## src/assert_macros.svh

```systemverilog
// ----------------------------------------------------------------------------
// assert_macros.svh
// Assertion shorthands, clocked on i_clk and disabled while i_rst_n is low
// ----------------------------------------------------------------------------
`ifndef ASSERT_MACROS_SVH
`define ASSERT_MACROS_SVH

// property that holds on every enabled edge
`define AST_ALWAYS(lbl, prop, msg) \
    lbl: assert property (@(posedge i_clk) disable iff (!i_rst_n) (prop)) else $error(msg);

// consequent holds in the same cycle as the antecedent
`define AST_SAME(lbl, ante, cons, msg) \
    lbl: assert property (@(posedge i_clk) disable iff (!i_rst_n) (ante) |-> (cons)) \
        else $error(msg);

// consequent holds in the cycle after the antecedent
`define AST_NEXT(lbl, ante, cons, msg) \
    lbl: assert property (@(posedge i_clk) disable iff (!i_rst_n) (ante) |=> (cons)) \
        else $error(msg);

`endif

```

## src/deq_pkg.sv

```systemverilog
// ----------------------------------------------------------------------------
// deq_pkg
// Request and status codes and data types of the double-ended queue
// ----------------------------------------------------------------------------
package deq_pkg;

    localparam int DATA_W = 32;
    localparam int REQ_W  = 3;
    localparam int ST_W   = 2;

    typedef logic signed [DATA_W-1:0] t_data;
    typedef logic [REQ_W-1:0]         t_req;
    typedef logic [ST_W-1:0]          t_status;

    // request codes
    localparam t_req REQ_PUSH_BACK  = 3'd0;
    localparam t_req REQ_PUSH_FRONT = 3'd1;
    localparam t_req REQ_POP_BACK   = 3'd2;
    localparam t_req REQ_POP_FRONT  = 3'd3;
    localparam t_req REQ_QUERY      = 3'd4;

    // status codes
    localparam t_status ST_OK    = 2'd0;
    localparam t_status ST_EMPTY = 2'd1;
    localparam t_status ST_FULL  = 2'd2;

    // front and back read value of an empty queue
    localparam t_data EMPTY_READ = -32'sd1;

endpackage

```

## src/deq_if.sv

```systemverilog
// ----------------------------------------------------------------------------
// deq_req_if / deq_rsp_if
// Valid/ready channels for queue requests and their responses
// ----------------------------------------------------------------------------
interface deq_req_if
    import deq_pkg::*;
();
    logic  valid;
    logic  ready;
    t_req  req_type;
    t_data push_value;

    modport source (output valid, req_type, push_value, input ready);
    modport sink   (input valid, req_type, push_value, output ready);
endinterface

interface deq_rsp_if
    import deq_pkg::*;
#(
    parameter int CNT_W = 7
) ();
    logic             valid;
    logic             ready;
    t_status          status;
    logic [CNT_W-1:0] element_count;
    t_data            front_value;
    t_data            back_value;

    modport source (output valid, status, element_count, front_value, back_value,
                    input ready);
    modport sink   (input valid, status, element_count, front_value, back_value,
                    output ready);
endinterface

```

## src/deq_ram.sv

```systemverilog
// ----------------------------------------------------------------------------
// deq_ram
// Ring storage: one write port, two read ports with registered read data
// ----------------------------------------------------------------------------
module deq_ram #(
    parameter int DEPTH  = 64,
    parameter int ADDR_W = 6,
    parameter int DATA_W = 32
) (
    input  logic              i_clk,
    input  logic              i_we,
    input  logic [ADDR_W-1:0] i_waddr,
    input  logic [DATA_W-1:0] i_wdata,
    input  logic              i_re,
    input  logic [ADDR_W-1:0] i_raddr_a,
    input  logic [ADDR_W-1:0] i_raddr_b,
    output logic [DATA_W-1:0] o_rdata_a,
    output logic [DATA_W-1:0] o_rdata_b
);

    logic [DATA_W-1:0] r_mem [DEPTH];

    // write port
    always_ff @(posedge i_clk) begin
        if (i_we) begin
            r_mem[i_waddr] <= i_wdata;
        end
    end

    // read ports, data held between reads
    always_ff @(posedge i_clk) begin
        if (i_re) begin
            o_rdata_a <= r_mem[i_raddr_a];
            o_rdata_b <= r_mem[i_raddr_b];
        end
    end

endmodule

```

## src/double_ended_queue.sv

```systemverilog
// ----------------------------------------------------------------------------
// double_ended_queue
// Bounded deque of signed 32-bit values held in a ring memory
// ----------------------------------------------------------------------------
// Each request (push back, push front, pop back, pop front, query) returns one
// response with status, element count and the front and back values after the
// request (-1 for both when empty). A request passes through three steps from
// acceptance to a loaded response: one to update the indices and write a
// pushed value, one to read the new front and back entries from the ring
// memory, one to load the response register. A new request is accepted only
// once the previous one has loaded its response. A waiting response does not
// block the next request; the next response waits in its data stage until the
// response register is free. The ring memory needs no clearing after reset:
// only written entries are read.
`include "assert_macros.svh"

module double_ended_queue
    import deq_pkg::*;
#(
    parameter int CAPACITY = 64
) (
    input  logic       i_clk,
    input  logic       i_rst_n,
    deq_req_if.sink    i_req,
    deq_rsp_if.source  o_rsp
);

    localparam int IDX_W = (CAPACITY > 2) ? $clog2(CAPACITY) : 1;
    localparam int CNT_W = $clog2(CAPACITY + 1);
    localparam int SUM_W = CNT_W + 1;

    localparam logic [IDX_W-1:0] IDX_LAST = IDX_W'(CAPACITY - 1);
    localparam logic [CNT_W-1:0] CNT_FULL = CNT_W'(CAPACITY);
    localparam logic [SUM_W-1:0] SUM_CAP  = SUM_W'(CAPACITY);

    // sequencer states
    localparam logic [1:0] S_IDLE = 2'd0;
    localparam logic [1:0] S_READ = 2'd1;
    localparam logic [1:0] S_DATA = 2'd2;

    logic [1:0]       r_state, n_state;
    logic [IDX_W-1:0] r_front, n_front;
    logic [CNT_W-1:0] r_count, n_count;
    t_status          r_status, n_status;

    logic             r_out_valid, n_out_valid;
    t_status          r_out_status;
    logic [CNT_W-1:0] r_out_count;
    t_data            r_out_front;
    t_data            r_out_back;

    logic             accept;
    logic             is_full;
    logic             is_empty;
    logic             out_load;
    logic [IDX_W-1:0] front_dec;
    logic [IDX_W-1:0] front_inc;
    logic [SUM_W-1:0] tail_sum;
    logic [IDX_W-1:0] tail_slot;
    logic [SUM_W-1:0] back_sum;
    logic [IDX_W-1:0] back_slot;

    logic             mem_we;
    logic [IDX_W-1:0] mem_waddr;
    logic             mem_re;
    logic [DATA_W-1:0] mem_rdata_f;
    logic [DATA_W-1:0] mem_rdata_b;

    // handshake, no request taken while in reset
    assign i_req.ready = i_rst_n && (r_state == S_IDLE);
    assign accept      = i_req.valid && i_req.ready;
    assign out_load    = (r_state == S_DATA) && (!r_out_valid || o_rsp.ready);

    // ring index arithmetic
    assign is_full   = (r_count == CNT_FULL);
    assign is_empty  = (r_count == '0);
    assign front_dec = (r_front == '0) ? IDX_LAST : r_front - 1'b1;
    assign front_inc = (r_front == IDX_LAST) ? '0 : r_front + 1'b1;
    assign tail_sum  = SUM_W'(r_front) + SUM_W'(r_count);
    assign tail_slot = IDX_W'((tail_sum >= SUM_CAP) ? tail_sum - SUM_CAP : tail_sum);
    assign back_sum  = tail_sum - 1'b1;
    assign back_slot = IDX_W'((back_sum >= SUM_CAP) ? back_sum - SUM_CAP : back_sum);

    // request decode and index update
    always_comb begin
        n_front   = r_front;
        n_count   = r_count;
        n_status  = r_status;
        mem_we    = 1'b0;
        mem_waddr = tail_slot;
        if (accept) begin
            n_status = ST_OK;
            case (i_req.req_type)
                REQ_PUSH_BACK: begin
                    if (is_full) begin
                        n_status = ST_FULL;
                    end else begin
                        mem_we  = 1'b1;
                        n_count = r_count + 1'b1;
                    end
                end
                REQ_PUSH_FRONT: begin
                    if (is_full) begin
                        n_status = ST_FULL;
                    end else begin
                        mem_we    = 1'b1;
                        mem_waddr = front_dec;
                        n_front   = front_dec;
                        n_count   = r_count + 1'b1;
                    end
                end
                REQ_POP_BACK: begin
                    if (is_empty) begin
                        n_status = ST_EMPTY;
                    end else begin
                        n_count = r_count - 1'b1;
                    end
                end
                REQ_POP_FRONT: begin
                    if (is_empty) begin
                        n_status = ST_EMPTY;
                    end else begin
                        n_front = front_inc;
                        n_count = r_count - 1'b1;
                    end
                end
                default: begin
                end
            endcase
        end
    end

    // sequencer and response register control
    always_comb begin
        n_state     = r_state;
        n_out_valid = r_out_valid;
        mem_re      = 1'b0;
        if (r_out_valid && o_rsp.ready) begin
            n_out_valid = 1'b0;
        end
        case (r_state)
            S_IDLE: begin
                if (accept) begin
                    n_state = S_READ;
                end
            end
            S_READ: begin
                mem_re  = 1'b1;
                n_state = S_DATA;
            end
            S_DATA: begin
                if (out_load) begin
                    n_out_valid = 1'b1;
                    n_state     = S_IDLE;
                end
            end
            default: begin
                n_state = S_IDLE;
            end
        endcase
    end

    // control registers
    always_ff @(posedge i_clk) begin
        if (!i_rst_n) begin
            r_state     <= S_IDLE;
            r_front     <= '0;
            r_count     <= '0;
            r_out_valid <= 1'b0;
        end else begin
            r_state     <= n_state;
            r_front     <= n_front;
            r_count     <= n_count;
            r_out_valid <= n_out_valid;
        end
    end

    // payload registers
    always_ff @(posedge i_clk) begin
        r_status <= n_status;
        if (out_load) begin
            r_out_status <= r_status;
            r_out_count  <= r_count;
            r_out_front  <= is_empty ? EMPTY_READ : t_data'(mem_rdata_f);
            r_out_back   <= is_empty ? EMPTY_READ : t_data'(mem_rdata_b);
        end
    end

    // ring memory
    deq_ram #(
        .DEPTH  (CAPACITY),
        .ADDR_W (IDX_W),
        .DATA_W (DATA_W)
    ) u_ram (
        .i_clk     (i_clk),
        .i_we      (mem_we),
        .i_waddr   (mem_waddr),
        .i_wdata   (i_req.push_value),
        .i_re      (mem_re),
        .i_raddr_a (r_front),
        .i_raddr_b (back_slot),
        .o_rdata_a (mem_rdata_f),
        .o_rdata_b (mem_rdata_b)
    );

    // response outputs
    assign o_rsp.valid         = r_out_valid;
    assign o_rsp.status        = r_out_status;
    assign o_rsp.element_count = r_out_count;
    assign o_rsp.front_value   = r_out_front;
    assign o_rsp.back_value    = r_out_back;

    // checks
    `AST_ALWAYS(a_count_bound, r_count <= CNT_FULL, "element count above capacity")
    `AST_NEXT(a_accept_read, accept, r_state == S_READ, "accepted request not read next")
    `AST_SAME(a_load_from_data, $rose(r_out_valid), $past(r_state) == S_DATA,
              "response loaded outside data stage")
    `AST_NEXT(a_count_step, accept,
              (r_count == $past(r_count)) || (r_count == CNT_W'($past(r_count) + 1'b1)) ||
              (r_count == CNT_W'($past(r_count) - 1'b1)),
              "count moved by more than one")

endmodule

```

## src/flat_wrapper.sv

```systemverilog
// flat-port wrapper written by rule: the top's interface ports become plain ports
module double_ended_queue_flat import deq_pkg::*;
#(
    parameter int CAPACITY = 64
)
  (i_clk, i_rst_n, i_req_valid, i_req_req_type, i_req_push_value, i_req_ready, o_rsp_valid, o_rsp_status, o_rsp_element_count, o_rsp_front_value, o_rsp_back_value, o_rsp_ready);
  deq_req_if i_req_i ();
  deq_rsp_if #(.CNT_W(7)) o_rsp_i ();
  input  logic i_clk;
  input  logic i_rst_n;
  input wire logic [$bits(i_req_i.valid)-1:0] i_req_valid;
  input wire logic [$bits(i_req_i.req_type)-1:0] i_req_req_type;
  input wire logic [$bits(i_req_i.push_value)-1:0] i_req_push_value;
  output wire logic [$bits(i_req_i.ready)-1:0] i_req_ready;
  output wire logic [$bits(o_rsp_i.valid)-1:0] o_rsp_valid;
  output wire logic [$bits(o_rsp_i.status)-1:0] o_rsp_status;
  output wire logic [$bits(o_rsp_i.element_count)-1:0] o_rsp_element_count;
  output wire logic [$bits(o_rsp_i.front_value)-1:0] o_rsp_front_value;
  output wire logic [$bits(o_rsp_i.back_value)-1:0] o_rsp_back_value;
  input wire logic [$bits(o_rsp_i.ready)-1:0] o_rsp_ready;
  assign i_req_i.valid = i_req_valid;
  assign i_req_i.req_type = i_req_req_type;
  assign i_req_i.push_value = i_req_push_value;
  assign i_req_ready = i_req_i.ready;
  assign o_rsp_valid = o_rsp_i.valid;
  assign o_rsp_status = o_rsp_i.status;
  assign o_rsp_element_count = o_rsp_i.element_count;
  assign o_rsp_front_value = o_rsp_i.front_value;
  assign o_rsp_back_value = o_rsp_i.back_value;
  assign o_rsp_i.ready = o_rsp_ready;
  double_ended_queue #(.CAPACITY(CAPACITY)) u_core (.i_clk(i_clk), .i_rst_n(i_rst_n), .i_req(i_req_i), .o_rsp(o_rsp_i));
endmodule
```

## config.mk

```make
export PLATFORM = sky130hd
export DESIGN_NAME = double_ended_queue_flat
export DESIGN_NICKNAME = d
export VERILOG_FILES = /design/src/deq_pkg.sv /design/src/deq_if.sv /design/src/deq_ram.sv /design/src/double_ended_queue.sv /design/src/flat_wrapper.sv
export VERILOG_INCLUDE_DIRS = /design/src /design/src/src
export SDC_FILE = /design/constraint.sdc
export NUM_CORES = 2
export LEC_CHECK = 0
export BUFFER_PORTS_ARGS = -buffer_cell sky130_fd_sc_hd__buf_4
export CAP_MARGIN = 20
export CORE_MARGIN = 4
export CORE_UTILIZATION = 60
export DETAILED_ROUTE_END_ITERATION = 7
export GPL_TIMING_DRIVEN = 0
export MAX_ROUTING_LAYER = met4
export PLACE_DENSITY = 0.76
export SETUP_SLACK_MARGIN = 0.2
export SYNTH_ARGS = -nofsm -noshare
export SYNTH_HDL_FRONTEND = slang
export SYNTH_SLANG_ARGS = --single-unit
```

## constraint.sdc

```tcl
create_clock -name i_clk -period 7.25 [get_ports i_clk]
set_input_delay 1.0875 -clock i_clk [delete_from_list [all_inputs] [get_ports i_clk]]
set_output_delay 1.0875 -clock i_clk [all_outputs]
set_load 0.05 [all_outputs]
```

After elaboration in Yosys (flattened, before gate mapping)
Memories as Yosys holds them, arrays and structs flattened. A register that Yosys moved wholly into a read port is not among the register bits.
Cells that the tools add are included.
Storage, ports and cells
  word-level logic and storage cells: 78
  register bits after elaboration: 91
  memories kept: 1
  output and inout port bits: 75
  RAM bits: 2048
  bits in latches: 0
  memory bits (read-only): 0
Cells by class
  reduce and logical (&&, ||, !) cells: 17
  magnitude comparators: 2
  bitwise logic cells: 0
  eq/ne operators: 13
  mux-type cells: 28
  multiply operators: 0
  shift operators: 0
  divide/modulo/power cells: 0
  $add $sub $neg: 8
Memories
  u_core.u_ram.r_mem: words 64, width 32, rd ports 2, clocked after Yosys merged registers in 2, write ports 1, RTL line deq_ram.sv:21  | logic [DATA_W-1:0] r_mem [DEPTH];
Operators by type and width (number)
  $mux W6: 9
  $sub A6 B1 Y6 const B: 3
  $ge A8 B7 Y1 const B: 2
  $mux W7: 2
  $pmux W7 S2: 1
  $pmux W6 S2: 1
  $mux W1: 10
  $add A6 B7 Y8: 1
  $ne A2 B2 Y1 const B: 4
  $reduce_and A4 Y1: 2
  $sub A8 B1 Y8 const B: 1
  $add A7 B1 Y7 const B: 1
  $eq A7 B7 Y1 const B: 1
  $logic_not A7 Y1: 1
  $sub A7 B1 Y7 const B: 1
  $add A6 B1 Y6 const B: 1
  $eq A3 B2 Y1 const B: 2
  $eq A6 B6 Y1 const B: 1
  $logic_not A6 Y1: 1
  $mux W2: 3
  $pmux W2 S3: 1
  $logic_and A1 B1 Y1: 4
  $ne A2 B1 Y1 const B: 2
  $pmux W2 S2: 1
  other kinds (10): 12

Depth between registers and ports, before layout
  word-level depth: 6
  gate-level depth with buffers: 16
  depth with buffers taken out: 10

Cells and area by module
A second synthesis with hierarchy kept.
Unflattened totals
  cells, all modules: 4750
  area total of the unflattened synthesis: 100584.0 sq um
Modules (own cells, without submodules)
  deq_ram: area an instance 96301.1 sq um, cells each 4412, times used 1, seq. area each 63420.8 sq um
  double_ended_queue: area an instance 4282.9 sq um, cells each 338, times used 1, seq. area each 2572.5 sq um

Worst setup path after synthesis
No wires, ideal clock.
  path type: input to register
  start: input o_rsp_ready
  end: register u_core.r_out_back[0] (netlist: u_core.o_rsp.back_value[0]), enable pin
  setup slack: 2.272 ns
  arrival: 4.465 ns
  buffers on the path: 0
  cell stages on the path: 2
  required time: 6.737 ns
  path through: nand2b_1 nor2b_1
On the way
  cells in the longest elaborated chain, start to end: 2
Ends and longest elaborated chain
  start, declared: RTL line flat_wrapper.sv:20  | input wire logic [$bits(o_rsp_i.ready)-1:0] o_rsp_ready;
  $logic_or A1 B1 Y1: RTL line double_ended_queue.sv:72  | assign out_load = (r_state == S_DATA) && (!r_out_valid || o_rsp.ready);
  $logic_and A1 B1 Y1: RTL line double_ended_queue.sv:72
  named net u_core.out_load: RTL line double_ended_queue.sv:55  | logic out_load;
  end signal, assigned: RTL line double_ended_queue.sv:185  | r_out_back <= is_empty ? EMPTY_READ : t_data'(mem_rdata_b);
  end, declared: RTL line double_ended_queue.sv:50  | t_data r_out_back;
The timed path passes the listed nets, and every way through them passes these cells.
A chain may end at the register's enable or synchronous reset.

Worst setup path after layout
  start: register u_core.r_count[0]
  end: register u_core.u_ram.o_rdata_b[31], read port of u_core.u_ram.r_mem (data pin)
On the way
  cells in the longest elaborated chain, start to end: 4
Ends and longest elaborated chain
  start, declared: RTL line double_ended_queue.sv:43  | logic [CNT_W-1:0] r_count, n_count;
  start signal, assigned: RTL line double_ended_queue.sv:173  | r_count <= n_count;
  $add A6 B7 Y8 *: RTL line double_ended_queue.sv:79  | assign tail_sum = SUM_W'(r_front) + SUM_W'(r_count);
  $sub A8 B1 Y8 *: RTL line double_ended_queue.sv:81  | assign back_sum = tail_sum - 1'b1;
  $ge A8 B7 Y1 or $sub A6 B1 Y6 (tied branches): RTL line double_ended_queue.sv:82  | assign back_slot = IDX_W'((back_sum >= SUM_CAP) ? back_sum - SUM_CAP : back_sum);
  $mux W6 *: RTL line double_ended_queue.sv:82
  end, declared: RTL line deq_ram.sv:18  | output logic [DATA_W-1:0] o_rdata_b
Mark *: on every way between the ends. The rest lies on a longest branch, timed or not.

==> flow_summary.yaml <==
timing:
  finClkSkew_ns: 0.0348
  fin_setup_tns_ns: -0.863
  final_max_slew_viol_count: 0
  whs_ns: 0.419
  worst_pin_slew_ns: 1.36
  setup_slack_ns: -0.131
  max_freq_mhz: 135
  setup_violations: 44
  fin_crit_sh: 1.02
  rsz0062_at_grt: "yes"
  final_hold_viol_count: 0
  slew-limit-headroom: 0.0896
  finalCriticalPeriod_ns: 7.38
clocking:
  cts_sinks: 2203
  clk_latency_ns: 0.90
  cts_tree: "built"
  ctsRootBufferMaster: "clkbuf_16"
  cts-htree-levels: 4
  clockBufferDepth: 3
  cts_buffers: 221
  clkSlewWorstSetupHoldPaths_ns: 0.07
synth:
  synth.area.top_cells: "edfxtp_1 65%, mux4_2 27%, mux2i_1 1.3%"
  synth_cells: 4567
  yosysTopAreaCell: "edfxtp_1"
  synth-edff-count: 2187
  synth-seq-cells: 2203
  synth_ff_type: "edfxtp_1"
  synth_nets: 4622
  yosysSeqAreaShare: 0.656
  syn_avg_cell_area_sq_um: 22.0
  synth-async-reset-ratio: 0
  synth_cell_types: 63
  syn-cell-area_sq_um: 101000
  synth_top_area_share: 0.653
  synth_warnings: 0
floorplanning:
  fp.dieW_um: 417
  io_pins: 114
  fp.dieH_um: 417
  coreArea_sq_um: 166000
  initial_core_util: 0.607
  rows: 149
  dieArea_sq_um: 174000
power:
  irDropWorstVdd_mv: 0.288
  p_per_area_nw_per_um2: 257
  power_leakage_nw: 35.3
worst_setup_path:
  path_class: "register to register"
  crit_chain: "ha_1, buf_2, buf_2, buf_2, buf_2, inv_1, ha_1, buf_2, clkbuf_1, clkbuf_1, clkbuf_2, mux4_2, mux2i_1, mux2i_1, mux2i_1, o211ai_1"
  crit_arrival_ns: 7.99
  r2r_start: "u_core.r_count[0]"
  rrSetupSlack_ns: -0.13
  cp-end-kind: "register"
  slowest_delay_ns: 0.65
  r2r-end: "u_core.u_ram.o_rdata_b[31]"
  cp-start-kind: "register"
  crit_required_ns: 7.86
  critPathMostFrequentCell: "buf_2"
  reg2reg_depth: 16
  cp_max_fo: 10
  cpMaxStageDelayCell: "buf_2"
routing:
  routed_wirelength_mm: 407
  vias: 62400
  wl_per_cell_um: 54.0
  ant_nets: 0
  drc: 17
  detail_route.vias_per_cell: 8.28
  drtIter0Drc: 14800
  first_pass_iters: 8
layout:
  drive_above_1_share: 0.421
  nNetsFinal: 5131
  area_delta_synth_final_pct: 14.6
  layout.cells.non_filler: 7539
  post-route-util: 0.695
min_path:
  min_from: "u_core.r_status[1]"
  hp-class: "register to register"
  holdPathStages: 0
  min_to: "u_core.o_rsp.status[1]"
grt:
  grt_max_degree: 65
  gr-total-overflow: 0
  grt_pass1_vias: 57500
  antenna_found_initial: 66
  grt_usage: 0.486
  grt_pass1_wl_mm: 532
placed_design:
  dp_hpwl_mm: 288
  place_inst: 7010
  portBuffers: 113
  routabilityCongestion: 1.14
run_status:
  status: "finished, violations left"
  violations: "DRC, setup timing"
flow_run:
  maxCapViolations: 0
==> routing by layer <==
metal	share of wire	global-route usage
met1	0.31	0.586
met2	0.40	0.608
met3	0.22	0.319
met4	0.080	0.280
met5	0	-
==> placed cells by master (no fill, tap or decap), drive strengths merged, types with 26 or more instances in the layout <==
master / n
clkinv: 98
a211oi: 33
a21oi: 26
a31oi: 26
bufinv: 28
nand2: 105
mux4: 1215
buf: 491
diode: 83
or2: 67
mux2: 63
o211ai: 32
clkbuf: 411
a22oi: 31
nor2b: 27
mux2i: 134
edfxtp: 2187
nor2: 92
nand3: 38
==> synthesized netlist by cell type, drive strengths merged, types with 2 or more instances <==
master     n
ha        14
clkbuf   139
inv       13
mux2i    134
nor3b      3
nor3       8
mux2      63
buf      207
nand2    105
nand3     38
and2       5
o21ai     12
a21o       6
o21bai     3
and3       7
nor2b     27
nand4      2
a311oi     6
xor2       5
a211oi    33
or3        6
nand2b     3
a22oi     31
mux4    1215
o211ai    32
edfxtp  2187
a31oi     26
nor2      92
fa         2
a21oi     26
or2       67
dfxtp     16
xnor2     15
o21a       3
nor4       2
==> cell type report <==
class	instances	area (sq um)
repair buffers	287	3860
inverters	13	48.8
plain buffers	345	1610
flip-flops and latches	2203	66000
clock buffers	270	5780
fillers	9890	50500
well taps	2189	2740
diodes	83	208
multi-input cells	2005	33500
clock inverters	144	1540
==> critical path: cells and delay by family, from the launching register on <==
kind,cells,cell delay [ns]
compound gates,1,0.60
fa+ha+maj,2,0.75
buf+inv,9,4.08
flops,1,0.41
mux,4,1.20
==> worst max-delay path by stage <==
stage,startpoint,end,slack [ns],cells past startpoint
detailed placement,u_core.r_count[0],u_core.u_ram.o_rdata_b[21],-0.35,16
CTS,u_core.r_count[0],u_core.u_ram.o_rdata_b[21],0.11,16
finish,u_core.r_count[0],u_core.u_ram.o_rdata_b[31],-0.13,16
global placement,u_core.r_front[1],u_core.u_ram.r_mem[19][12],-1.91,14
floorplan,o_rsp_ready,u_core.o_rsp.back_value[0],2.27,2
global route,u_core.r_front[1],u_core.u_ram.r_mem[40][17],0.14,14
==> where the power goes <==
part           internal (W)  switching (W)
Sequential           0.0141      0.0000182
Clock               0.00666        0.00510
Combinational       0.00118        0.00253
==> repair_timing <==
action / in CTS / in global routing
setup endpoints to repair: 21 / 355
gates resized for setup: 13 / 11
setup buffers: 0 / 24
hold buffers: 0 / 0
pin swaps: 0 / 13
==> logic make-up after synthesis <==
kind of cell / synth area share
adder cells (fa/ha/maj): 0.00214
AND/OR/NAND/NOR: 0.0176
buffers and inverters: 0.0162
flip-flops: 0.656
AO/OA/AOI/OAI: 0.0132
XOR/XNOR: 0.00230
multiplexers: 0.292
==> through the flow <==
stage	power, W	setup slack [ns]	cell area [sq um]
after floorplan	0.0160	2.27	101000
after global placement	0.0177	-1.91	104000
after detailed placement	0.0178	-0.352	107000
after CTS	0.0292	0.113	115000
after global routing	0.0300	0.136	115000
final	0.0296	-0.131	115000
==> flip-flops by register name, summed over array words and instances (netlist names), 6 cells and up <==
register and count:
u_core.o_rsp.back_value 32, u_core.o_rsp.element_count 7, u_core.o_rsp.front_value 32, u_core.r_count 7, u_core.r_front 6, u_core.u_ram.o_rdata_a 32, u_core.u_ram.o_rdata_b 32, u_core.u_ram.r_mem 2048
Note: power is estimated with default switching activity, not from simulation.
